`config.mk`:
```
export PLATFORM = sky130hd
export DESIGN_NAME = event_control_block_table_core
export DESIGN_NICKNAME = d
export VERILOG_FILES = /design/src/rtl/ecbt_pkg.sv /design/src/rtl/ecbt_store.sv /design/src/rtl/ecbt_seq.sv /design/src/rtl/event_control_block_table_core.sv
export SDC_FILE = /design/constraint.sdc
export NUM_CORES = 2
export LEC_CHECK = 0
export BUFFER_PORTS_ARGS = -buffer_cell sky130_fd_sc_hd__buf_2
export CELL_PAD_IN_SITES_DETAIL_PLACEMENT = 1
export CELL_PAD_IN_SITES_GLOBAL_PLACEMENT = 1
export CORE_ASPECT_RATIO = 1.25
export CORE_UTILIZATION = 55
export CTS_BUF_LIST = sky130_fd_sc_hd__clkbuf_4
export DETAILED_ROUTE_END_ITERATION = 10
export GPL_ROUTABILITY_DRIVEN = 0
export PLACE_DENSITY = 0.79
export SLEW_MARGIN = 15
export SYNTH_ARGS = -nofsm -noshare
export SYNTH_HDL_FRONTEND = slang
export SYNTH_HIERARCHICAL = 1
export SYNTH_SLANG_ARGS = --single-unit
```
`constraint.sdc`:
```
create_clock -name clock -period 11.45 [get_ports clock]
set_input_delay 0.5725 -clock clock [delete_from_list [all_inputs] [get_ports clock]]
set_output_delay 0.5725 -clock clock [all_outputs]
set_load 0.05 [all_outputs]
```
`src/rtl/ecbt_pkg.sv`:
```
// Shared types and constants of the event control block table.
// Request and response payloads, slot record, slot state and request codes.
// Used by every module of the block; depends on nothing.
package ecbt_pkg;

   localparam int NUM_SLOTS = 16;
   localparam int SLOT_W    = (NUM_SLOTS > 1) ? $clog2(NUM_SLOTS) : 1;
   localparam int EFF_W     = $clog2(NUM_SLOTS + 1);
   localparam int CNT_W     = 5;
   localparam int CB_SLOT_W = 4;
   localparam int IDX_W     = 16;

   localparam logic [31:0] OPEN_TAG = 32'hf100_0000;
   localparam logic [31:0] ALL_ONES = 32'hffff_ffff;
   localparam logic [CNT_W-1:0] SLOT_COUNT_RESET = CNT_W'(16);

   typedef enum logic [2:0] {
      FUNC_OPEN      = 3'd0,
      FUNC_CLOSE     = 3'd1,
      FUNC_ENABLE    = 3'd2,
      FUNC_DISABLE   = 3'd3,
      FUNC_DELIVER   = 3'd4,
      FUNC_UNDELIVER = 3'd5,
      FUNC_TEST      = 3'd6
   } func_type;

   typedef enum logic [1:0] {
      ST_FREE     = 2'd0,
      ST_DISABLED = 2'd1,
      ST_ENABLED  = 2'd2,
      ST_PENDING  = 2'd3
   } slot_state_type;

   localparam logic [1:0] MODE_CALLBACK    = 2'd0;
   localparam logic [1:0] MODE_NO_CALLBACK = 2'd1;

   typedef struct packed {
      logic [2:0]  func;
      logic [31:0] handle;
      logic [31:0] event_class;
      logic [31:0] event_spec;
      logic [1:0]  event_mode;
      logic [31:0] handler_addr;
   } req_type;

   typedef struct packed {
      logic [31:0]          ret_value;
      logic                 index_error;
      logic                 callback_valid;
      logic [31:0]          callback_addr;
      logic [CB_SLOT_W-1:0] callback_slot;
      logic                 last;
   } rsp_type;

   typedef struct packed {
      logic [31:0] event_class;
      logic [31:0] event_spec;
      logic [1:0]  event_mode;
      logic [31:0] handler_addr;
   } rec_type;

   // sequencer -> slot store
   typedef struct packed {
      logic              rd_en;
      logic [SLOT_W-1:0] rd_addr;
      logic              we_state;
      logic              we_rec;
      logic [SLOT_W-1:0] waddr;
      slot_state_type    wstate;
      rec_type           wrec;
   } store_req_type;

   // slot store -> sequencer, registered, valid in the cycle after rd_en
   typedef struct packed {
      slot_state_type state;
      rec_type        rec;
   } store_rsp_type;

   // min(slot_count, NUM_SLOTS)
   function automatic logic [EFF_W-1:0] eff_count(input logic [CNT_W-1:0] cnt);
      if (32'(cnt) < NUM_SLOTS) begin
         return EFF_W'(cnt);
      end
      return EFF_W'(NUM_SLOTS);
   endfunction

endpackage

```
`src/rtl/ecbt_store.sv`:
```
// Slot store: state memory with per-entry valid bits, and slot record memory.
// One read port (registered) and one write port. Uses ecbt_pkg.
module ecbt_store (
   input  logic                   clock,
   input  logic                   reset,
   input  ecbt_pkg::store_req_type store_req,
   output ecbt_pkg::store_rsp_type store_rsp
);
   import ecbt_pkg::*;

   slot_state_type state_mem [NUM_SLOTS];
   rec_type        rec_mem   [NUM_SLOTS];
   logic [NUM_SLOTS-1:0] valid_ff;
   store_rsp_type  rdata_ff;

   // entries never written read as free
   always_ff @(posedge clock) begin
      if (reset) begin
         valid_ff <= '0;
      end else if (store_req.we_state) begin
         valid_ff[store_req.waddr] <= 1'b1;
      end
   end

   always_ff @(posedge clock) begin
      if (store_req.we_state) begin
         state_mem[store_req.waddr] <= store_req.wstate;
      end
      if (store_req.we_rec) begin
         rec_mem[store_req.waddr] <= store_req.wrec;
      end
      if (store_req.rd_en) begin
         rdata_ff.state <= valid_ff[store_req.rd_addr] ? state_mem[store_req.rd_addr]
                                                       : ST_FREE;
         rdata_ff.rec   <= rec_mem[store_req.rd_addr];
      end
   end

   assign store_rsp = rdata_ff;

endmodule

```
`src/rtl/ecbt_seq.sv`:
```
// Request sequencer: single-slot read-modify-write and pipelined slot scans.
// Drives the slot store and the registered response. Uses ecbt_pkg.
module ecbt_seq (
   input  logic                    clock,
   input  logic                    reset,
   input  logic                    start,
   input  ecbt_pkg::req_type       req_data,
   input  logic [ecbt_pkg::EFF_W-1:0] eff,
   output logic                    busy,
   output logic                    rsp_strobe,
   output ecbt_pkg::rsp_type       rsp_data,
   output ecbt_pkg::store_req_type store_req,
   input  ecbt_pkg::store_rsp_type store_rsp
);
   import ecbt_pkg::*;

   typedef enum logic [1:0] {S_IDLE, S_SINGLE, S_SCAN, S_FLUSH} seq_state_type;

   seq_state_type        state_ff, state_in;
   req_type              req_ff, req_in;
   logic [EFF_W-1:0]     rd_idx_ff, rd_idx_in;
   logic                 pv_ff, pv_in;
   logic [EFF_W-1:0]     pidx_ff, pidx_in;
   logic                 cb_pend_ff, cb_pend_in;
   logic [31:0]          cb_addr_ff, cb_addr_in;
   logic [CB_SLOT_W-1:0] cb_slot_ff, cb_slot_in;
   logic                 rsp_strobe_ff, rsp_strobe_in;
   rsp_type              rsp_ff, rsp_in;

   always_comb begin
      func_type f_new;
      func_type f_cur;
      logic     in_range;
      logic     last_slot;
      logic     match;
      store_rsp_type rd;

      f_new     = func_type'(req_data.func);
      f_cur     = func_type'(req_ff.func);
      in_range  = req_data.handle[IDX_W-1:0] < IDX_W'(eff);
      last_slot = pidx_ff == (eff - EFF_W'(1));
      rd        = store_rsp;
      match     = (rd.rec.event_class == req_ff.event_class) &&
                  (rd.rec.event_spec == req_ff.event_spec);

      state_in      = state_ff;
      req_in        = req_ff;
      rd_idx_in     = rd_idx_ff;
      pv_in         = 1'b0;
      pidx_in       = pidx_ff;
      cb_pend_in    = cb_pend_ff;
      cb_addr_in    = cb_addr_ff;
      cb_slot_in    = cb_slot_ff;
      rsp_strobe_in = 1'b0;
      rsp_in        = '0;
      store_req     = '0;

      unique case (state_ff)
         S_IDLE: begin
            if (start) begin
               req_in     = req_data;
               cb_pend_in = 1'b0;
               case (f_new) inside
                  FUNC_OPEN, FUNC_DELIVER, FUNC_UNDELIVER: begin
                     if (eff == '0) begin
                        rsp_strobe_in    = 1'b1;
                        rsp_in.ret_value = (f_new == FUNC_OPEN) ? ALL_ONES : 32'd0;
                        rsp_in.last      = 1'b1;
                     end else begin
                        store_req.rd_en   = 1'b1;
                        store_req.rd_addr = '0;
                        rd_idx_in         = EFF_W'(1);
                        pv_in             = 1'b1;
                        pidx_in           = '0;
                        state_in          = S_SCAN;
                     end
                  end
                  FUNC_CLOSE, FUNC_ENABLE, FUNC_DISABLE, FUNC_TEST: begin
                     if (!in_range) begin
                        rsp_strobe_in      = 1'b1;
                        rsp_in.ret_value   = (f_new == FUNC_TEST) ? 32'd0 : 32'd1;
                        rsp_in.index_error = 1'b1;
                        rsp_in.last        = 1'b1;
                     end else begin
                        store_req.rd_en   = 1'b1;
                        store_req.rd_addr = req_data.handle[SLOT_W-1:0];
                        state_in          = S_SINGLE;
                     end
                  end
                  default: begin
                     rsp_strobe_in = 1'b1;
                     rsp_in.last   = 1'b1;
                  end
               endcase
            end
         end

         S_SINGLE: begin
            store_req.waddr = req_ff.handle[SLOT_W-1:0];
            rsp_strobe_in   = 1'b1;
            rsp_in.last     = 1'b1;
            state_in        = S_IDLE;
            case (f_cur) inside
               FUNC_CLOSE: begin
                  store_req.we_state = 1'b1;
                  store_req.wstate   = ST_FREE;
                  rsp_in.ret_value   = 32'd1;
               end
               FUNC_ENABLE, FUNC_DISABLE: begin
                  store_req.we_state = rd.state != ST_FREE;
                  store_req.wstate   = (f_cur == FUNC_ENABLE) ? ST_ENABLED : ST_DISABLED;
                  rsp_in.ret_value   = 32'd1;
               end
               FUNC_TEST: begin
                  store_req.we_state = rd.state == ST_PENDING;
                  store_req.wstate   = ST_ENABLED;
                  rsp_in.ret_value   = (rd.state == ST_PENDING) ? 32'd1 : 32'd0;
               end
               default: begin
                  rsp_in.ret_value = 32'd0;
               end
            endcase
         end

         S_SCAN: begin
            // issue the next slot read while the previous one is evaluated
            if (rd_idx_ff < eff) begin
               store_req.rd_en   = 1'b1;
               store_req.rd_addr = rd_idx_ff[SLOT_W-1:0];
               rd_idx_in         = rd_idx_ff + EFF_W'(1);
               pv_in             = 1'b1;
               pidx_in           = rd_idx_ff;
            end
            if (pv_ff) begin
               store_req.waddr = pidx_ff[SLOT_W-1:0];
               case (f_cur) inside
                  FUNC_OPEN: begin
                     if (rd.state == ST_FREE) begin
                        store_req.we_state = 1'b1;
                        store_req.we_rec   = 1'b1;
                        store_req.wstate   = ST_DISABLED;
                        store_req.wrec.event_class  = req_ff.event_class;
                        store_req.wrec.event_spec   = req_ff.event_spec;
                        store_req.wrec.event_mode   = req_ff.event_mode;
                        store_req.wrec.handler_addr = req_ff.handler_addr;
                        rsp_strobe_in    = 1'b1;
                        rsp_in.ret_value = OPEN_TAG | 32'(pidx_ff);
                        rsp_in.last      = 1'b1;
                        pv_in            = 1'b0;
                        state_in         = S_IDLE;
                     end else if (last_slot) begin
                        rsp_strobe_in    = 1'b1;
                        rsp_in.ret_value = ALL_ONES;
                        rsp_in.last      = 1'b1;
                        state_in         = S_IDLE;
                     end
                  end
                  FUNC_DELIVER: begin
                     if (rd.state == ST_ENABLED && match) begin
                        if (rd.rec.event_mode == MODE_NO_CALLBACK) begin
                           store_req.we_state = 1'b1;
                           store_req.wstate   = ST_PENDING;
                        end else if (rd.rec.event_mode == MODE_CALLBACK &&
                                     rd.rec.handler_addr != 32'd0) begin
                           // hold one callback back so the final one can carry last
                           if (cb_pend_ff) begin
                              rsp_strobe_in         = 1'b1;
                              rsp_in.callback_valid = 1'b1;
                              rsp_in.callback_addr  = cb_addr_ff;
                              rsp_in.callback_slot  = cb_slot_ff;
                           end
                           cb_pend_in = 1'b1;
                           cb_addr_in = rd.rec.handler_addr;
                           cb_slot_in = CB_SLOT_W'(pidx_ff);
                        end
                     end
                     if (last_slot) begin
                        state_in = S_FLUSH;
                     end
                  end
                  FUNC_UNDELIVER: begin
                     if (rd.state == ST_PENDING && match &&
                         rd.rec.event_mode == MODE_NO_CALLBACK) begin
                        store_req.we_state = 1'b1;
                        store_req.wstate   = ST_ENABLED;
                     end
                     if (last_slot) begin
                        rsp_strobe_in = 1'b1;
                        rsp_in.last   = 1'b1;
                        state_in      = S_IDLE;
                     end
                  end
                  default: begin
                     rsp_strobe_in = 1'b1;
                     rsp_in.last   = 1'b1;
                     pv_in         = 1'b0;
                     state_in      = S_IDLE;
                  end
               endcase
            end
         end

         S_FLUSH: begin
            rsp_strobe_in         = 1'b1;
            rsp_in.last           = 1'b1;
            rsp_in.callback_valid = cb_pend_ff;
            rsp_in.callback_addr  = cb_pend_ff ? cb_addr_ff : 32'd0;
            rsp_in.callback_slot  = cb_pend_ff ? cb_slot_ff : '0;
            cb_pend_in            = 1'b0;
            state_in              = S_IDLE;
         end

         default: begin
            state_in = S_IDLE;
         end
      endcase
   end

   always_ff @(posedge clock) begin
      if (reset) begin
         state_ff      <= S_IDLE;
         pv_ff         <= 1'b0;
         cb_pend_ff    <= 1'b0;
         rsp_strobe_ff <= 1'b0;
      end else begin
         state_ff      <= state_in;
         pv_ff         <= pv_in;
         cb_pend_ff    <= cb_pend_in;
         rsp_strobe_ff <= rsp_strobe_in;
      end
      req_ff     <= req_in;
      rd_idx_ff  <= rd_idx_in;
      pidx_ff    <= pidx_in;
      cb_addr_ff <= cb_addr_in;
      cb_slot_ff <= cb_slot_in;
      rsp_ff     <= rsp_in;
   end

   assign busy       = state_ff != S_IDLE;
   assign rsp_strobe = rsp_strobe_ff;
   assign rsp_data   = rsp_ff;

endmodule

```
`src/rtl/event_control_block_table_core.sv`:
```
// Event control block table, top level. Uses ecbt_pkg, ecbt_store, ecbt_seq.
// Immediate answers (out-of-range handle, zero slots, unused code) come straight
//   from idle; close/enable/disable/test read the slot, then answer; open answers at
//   the first free or last slot, undeliver at the last slot, deliver via a flush state.
// Throughput: one request at a time; the scan reads one slot per cycle from the
//   slot store, and open/deliver/undeliver keep the block busy until their last result.
// Reset: synchronous; all slots read as free at once, slot_count returns to 16.
module event_control_block_table_core (
   input  logic                        clock,
   input  logic                        reset,
   // request channel
   input  logic                        start,
   output logic                        busy,
   input  ecbt_pkg::req_type           req_data,
   // response channel, each result valid for a single cycle, no backpressure
   output logic                        rsp_strobe,
   output ecbt_pkg::rsp_type           rsp_data,
   // slot_count register write
   input  logic                        csr_valid,
   output logic                        csr_ready,
   input  logic [ecbt_pkg::CNT_W-1:0]  csr_wdata
);
   import ecbt_pkg::*;

   logic [CNT_W-1:0] slot_count_ff;
   logic [EFF_W-1:0] eff;
   store_req_type    store_req;
   store_rsp_type    store_rsp;

   // Config is only written while idle; refusing it while busy keeps a scan
   // bound stable, except against a write accepted together with a new request.
   assign csr_ready = !busy;

   always_ff @(posedge clock) begin
      if (reset) begin
         slot_count_ff <= SLOT_COUNT_RESET;
      end else if (csr_valid && csr_ready) begin
         slot_count_ff <= csr_wdata;
      end
   end

   // effective slot count clamps at the table depth
   assign eff = eff_count(slot_count_ff);

   ecbt_store u_store (
      .clock     (clock),
      .reset     (reset),
      .store_req (store_req),
      .store_rsp (store_rsp)
   );

   ecbt_seq u_seq (
      .clock      (clock),
      .reset      (reset),
      .start      (start),
      .req_data   (req_data),
      .eff        (eff),
      .busy       (busy),
      .rsp_strobe (rsp_strobe),
      .rsp_data   (rsp_data),
      .store_req  (store_req),
      .store_rsp  (store_rsp)
   );

   // an accepted request either answers next cycle or keeps the block busy
   a_accept_progress: assert property (@(posedge clock) disable iff (reset)
      (start && !busy) |=> (busy || rsp_strobe))
      else $error("accepted request neither answered nor in progress");

   // a non-final deliver result means more results still follow
   a_not_last_busy: assert property (@(posedge clock) disable iff (reset)
      (rsp_strobe && !rsp_data.last) |-> busy)
      else $error("non-final result while sequencer idle");

   // a callback is only requested for a real handler
   a_callback_addr: assert property (@(posedge clock) disable iff (reset)
      (rsp_strobe && rsp_data.callback_valid) |-> (rsp_data.callback_addr != 32'd0))
      else $error("callback result with zero handler");

   // no result appears without a request in flight
   a_no_spurious: assert property (@(posedge clock) disable iff (reset)
      rsp_strobe |-> ($past(busy) || $past(start)))
      else $error("result without a request");

endmodule
```
==> results.md <==
* Count leader, synth: edfxtp_1
* Die area at approximately 130,000 sq um
* Dominant cells by area after synthesis: edfxtp_1, mux4_2, dfxtp_1
* Setup TNS at 0 ns
* Global-route wire length before repair at approximately 270 mm
* FF+latch count, synth at roughly 1,900
* Worst EP arrival at 7.52 ns
* Num Clock Sinks at ~1,900
* Final Hold Viols at 0
* Cells after synthesis at roughly 3,100
* PortBufs at 199
* Vias at between 30,000 and 40,000
* Clock slew at reported path FFs at about 0.08 ns
* Mapped Avg Cell Area at about 23 sq um
* Layout cells sized above 1 at 34.62%
* Share of the synthesized area in the top cell type at between 70 and 80%
* Starting DRT DRC Count at about 4,000
* Warnings from Yosys at 6
* Fin util at between 60% and 70%
* 1st-pass router iterations at 7
* Total global routing track utilization at 28.84%
* HPWL after DPL at 89.82 mm
* RSZ-0062 raised after global routing: false
* CTS Buffer Depth at 4
* Worst Clk Skew at 0.1282 ns
* Worst-margin pin slew at between 1 and 1.5 ns
* Crit path capture type: register
* Fmax at 153.0 MHz
* Synth Flop Type: edfxtp_1
* Vias in the first global route at around 41,000
* Die H at around 410 um
* # DRC at 0
* Top cells by count, synth: edfxtp_1, mux4_2, and3_1, nor2_1, clkbuf_1
* Clock latency on the worst-skew pair at 1.37 ns
* Pin count of the biggest net entering global routing at about 160
* EDFF count, synth at roughly 1,900
* Final non-filler cell total at ~6,000
* Leak at around 23 nW
* Status: completed
* R2R cell count at 14
* Placed cell count at 4,945
* Relative slew slack at approximately 17%
* Final Instance Area at between 80,000 and 90,000 sq um
* Distinct cells, synth at between 60 and 70
* R2r setup slk at roughly 4.9 ns
* Core Box Area at ~130,000 sq um
* Period utilization at between 50% and 60%
* Synth area leader: edfxtp_1
* Global route total overflow at 0
* Clk root buf: clkbuf_4
* Post-DRT Antenna Nets at 0
* Cell Area, Synth at just over 70,000 sq um
* Crit Path Category: register to register
* Required time worst endpoint at ~12 ns
* Pwr/cell area at 185.6 nW/um^2
* CTS Buf Count at 454
* FFs w/ async S/R, synth at 0%
* Max VDD drop at around 170 uV
* Final wirelength at between 150 and 200 mm
* Crit path max fanout at roughly 120
* DR WL/cell at 31.71 um
* CP Launch Type: register
* Fin. max-slew vios at 0
* Max Cap Violations at 0
* Starting Density at a little under three fifths
* Minimum clock period at ~6.5 ns
* Ports at 216
* # rows at approximately 150
* Nets@finish at ~4,000
* Synthesis-to-layout area growth at 15.10%
* Final Setup Violations at 0
* CTS tree: built
* H-tree Lvls at 5
* Seq/Total Area, Yosys at 78.34%
* Hold path cells at 2
* Die X at ~330 um
* Via-per-instance ratio at ~6.3
* Antenna violations before repair at 5
* Dpl cell area at 75,770 sq um
* Post-synth net total at 3,302
* Min-Delay Path Class: input pin to register
==> timing repair <==
item                                   4_1_cts  5_1_grt
hold buffers                               234        0
resized for setup                            0        0
endpoints found under the hold margin      150        0
setup buffers                                0        0
==> per-stage QoR <==
stage | setup slack (ns) | hold WS [ns] | total power, mW
after CTS | 4.913 | 0.009968 | 15.62
after floorplan | 4.363 | 0.4253 | 9.516
after global routing | 4.481 | 0.05044 | 16.07
final | 4.913 | 0.1296 | 15.55
after global placement | 5.782 | 0.4317 | 10.10
after detailed placement | 5.536 | 0.4398 | 10.16
==> flip-flops by register name, summed over array words and instances, names as in the netlist, 16 cells and up <==
register / count
u_store/valid_ff: 16
u_seq/cb_addr_ff: 32
u_seq/rsp_data: 46
u_store/store_rsp: 100
u_seq/req_ff: 105
u_store/rec_mem: 1568
u_store/state_mem: 32
==> placed cells by master (no fill, tap or decap), types with 6 or more instances in the layout <==
cell	netlist	routed
nor2b_1	41	41
xor2_1	67	67
xnor2_1	7	7
mux4_2	502	502
and2b_1	6	6
nor2_4	0	18
buf_2	17	199
a21oi_1	9	9
nand3b_1	6	6
nand2_1	16	16
clkinv_1	0	124
buf_12	0	16
a22oi_1	7	7
and3_1	100	100
clkbuf_4	0	651
buf_4	55	36
nand4_1	8	8
clkinv_2	0	21
dfxtp_1	72	72
o21ai_0	15	13
nor2_1	88	70
dlygate4sd3_1	0	234
inv_1	19	18
ha_1	15	15
and2_1	8	8
nor3_1	9	9
nand3_1	14	14
nand2b_1	7	7
nor4_1	33	32
edfxtp_1	1851	1851
==> critical path: stages, from the launching register on <==
cell           delay (ns)
dfxtp_1              0.49
inv_1                0.13
ha_1                 0.21
nor4_1               0.27
dlygate4sd3_1        0.58
nand3_1              0.06
dlygate4sd3_1        0.57
a21oi_1              0.39
and3_1               0.37
nand2_1              0.14
o21ai_4              0.18
buf_12               0.59
buf_12               0.67
mux4_2               0.62
mux4_2               0.50
==> path summary, 6_finish.rpt <==
check / start / endpoint
hold / removal: req_data[101] / u_seq/req_ff[101]
hold reg to reg: u_seq/cb_addr_ff[5] / u_seq/rsp_data[10]
setup reg to reg: slot_count_ff[4] / u_store/store_rsp[45]
setup / recovery: slot_count_ff[4] / u_store/store_rsp[45]
==> per-layer routing <==
layer	vias up	GRT usage (%)	share of wire (%)	wire length, um
li1	15020	-	-	-
met1	19930	35.94	36	68270
met2	2257	49.64	52	99520
met3	384	5.663	8.2	15670
met4	2	11.70	3.4	6535
met5	-	0	0.0063	12
==> layout make-up <==
type                    count  area (sq um)
flip-flops and latches   1923         57020
inverters                  19         76.32
clock buffers             651          4887
multi-input cells        1027         14930
diodes                      4         10.01
clock inverters           158         770.7
well taps                1725          2158
fillers                 10870         46950
repair buffers            485          3929
==> cell families after synthesis <==
logic type	after synthesis	share of synthesized area (%)
XOR/XNOR	75	0.9213
AND/OR/NAND/NOR	361	2.824
AO/OA/AOI/OAI	72	0.6686
flip-flops	1923	78.34
multiplexers	504	15.56
adder cells (fa/ha/maj)	15	0.2578
buffers and inverters	195	1.432
==> report_power, final <==
part / leakage, nW / total [mW] / switching [mW] / internal [mW]
registers: 14.2 / 8.11 / 0.199 / 7.91
logic: 5.44 / 1.96 / 1.25 / 0.705
clock network: 3.36 / 5.48 / 2.75 / 2.73
No activity file was read; power rests on OpenSTA's default activity.
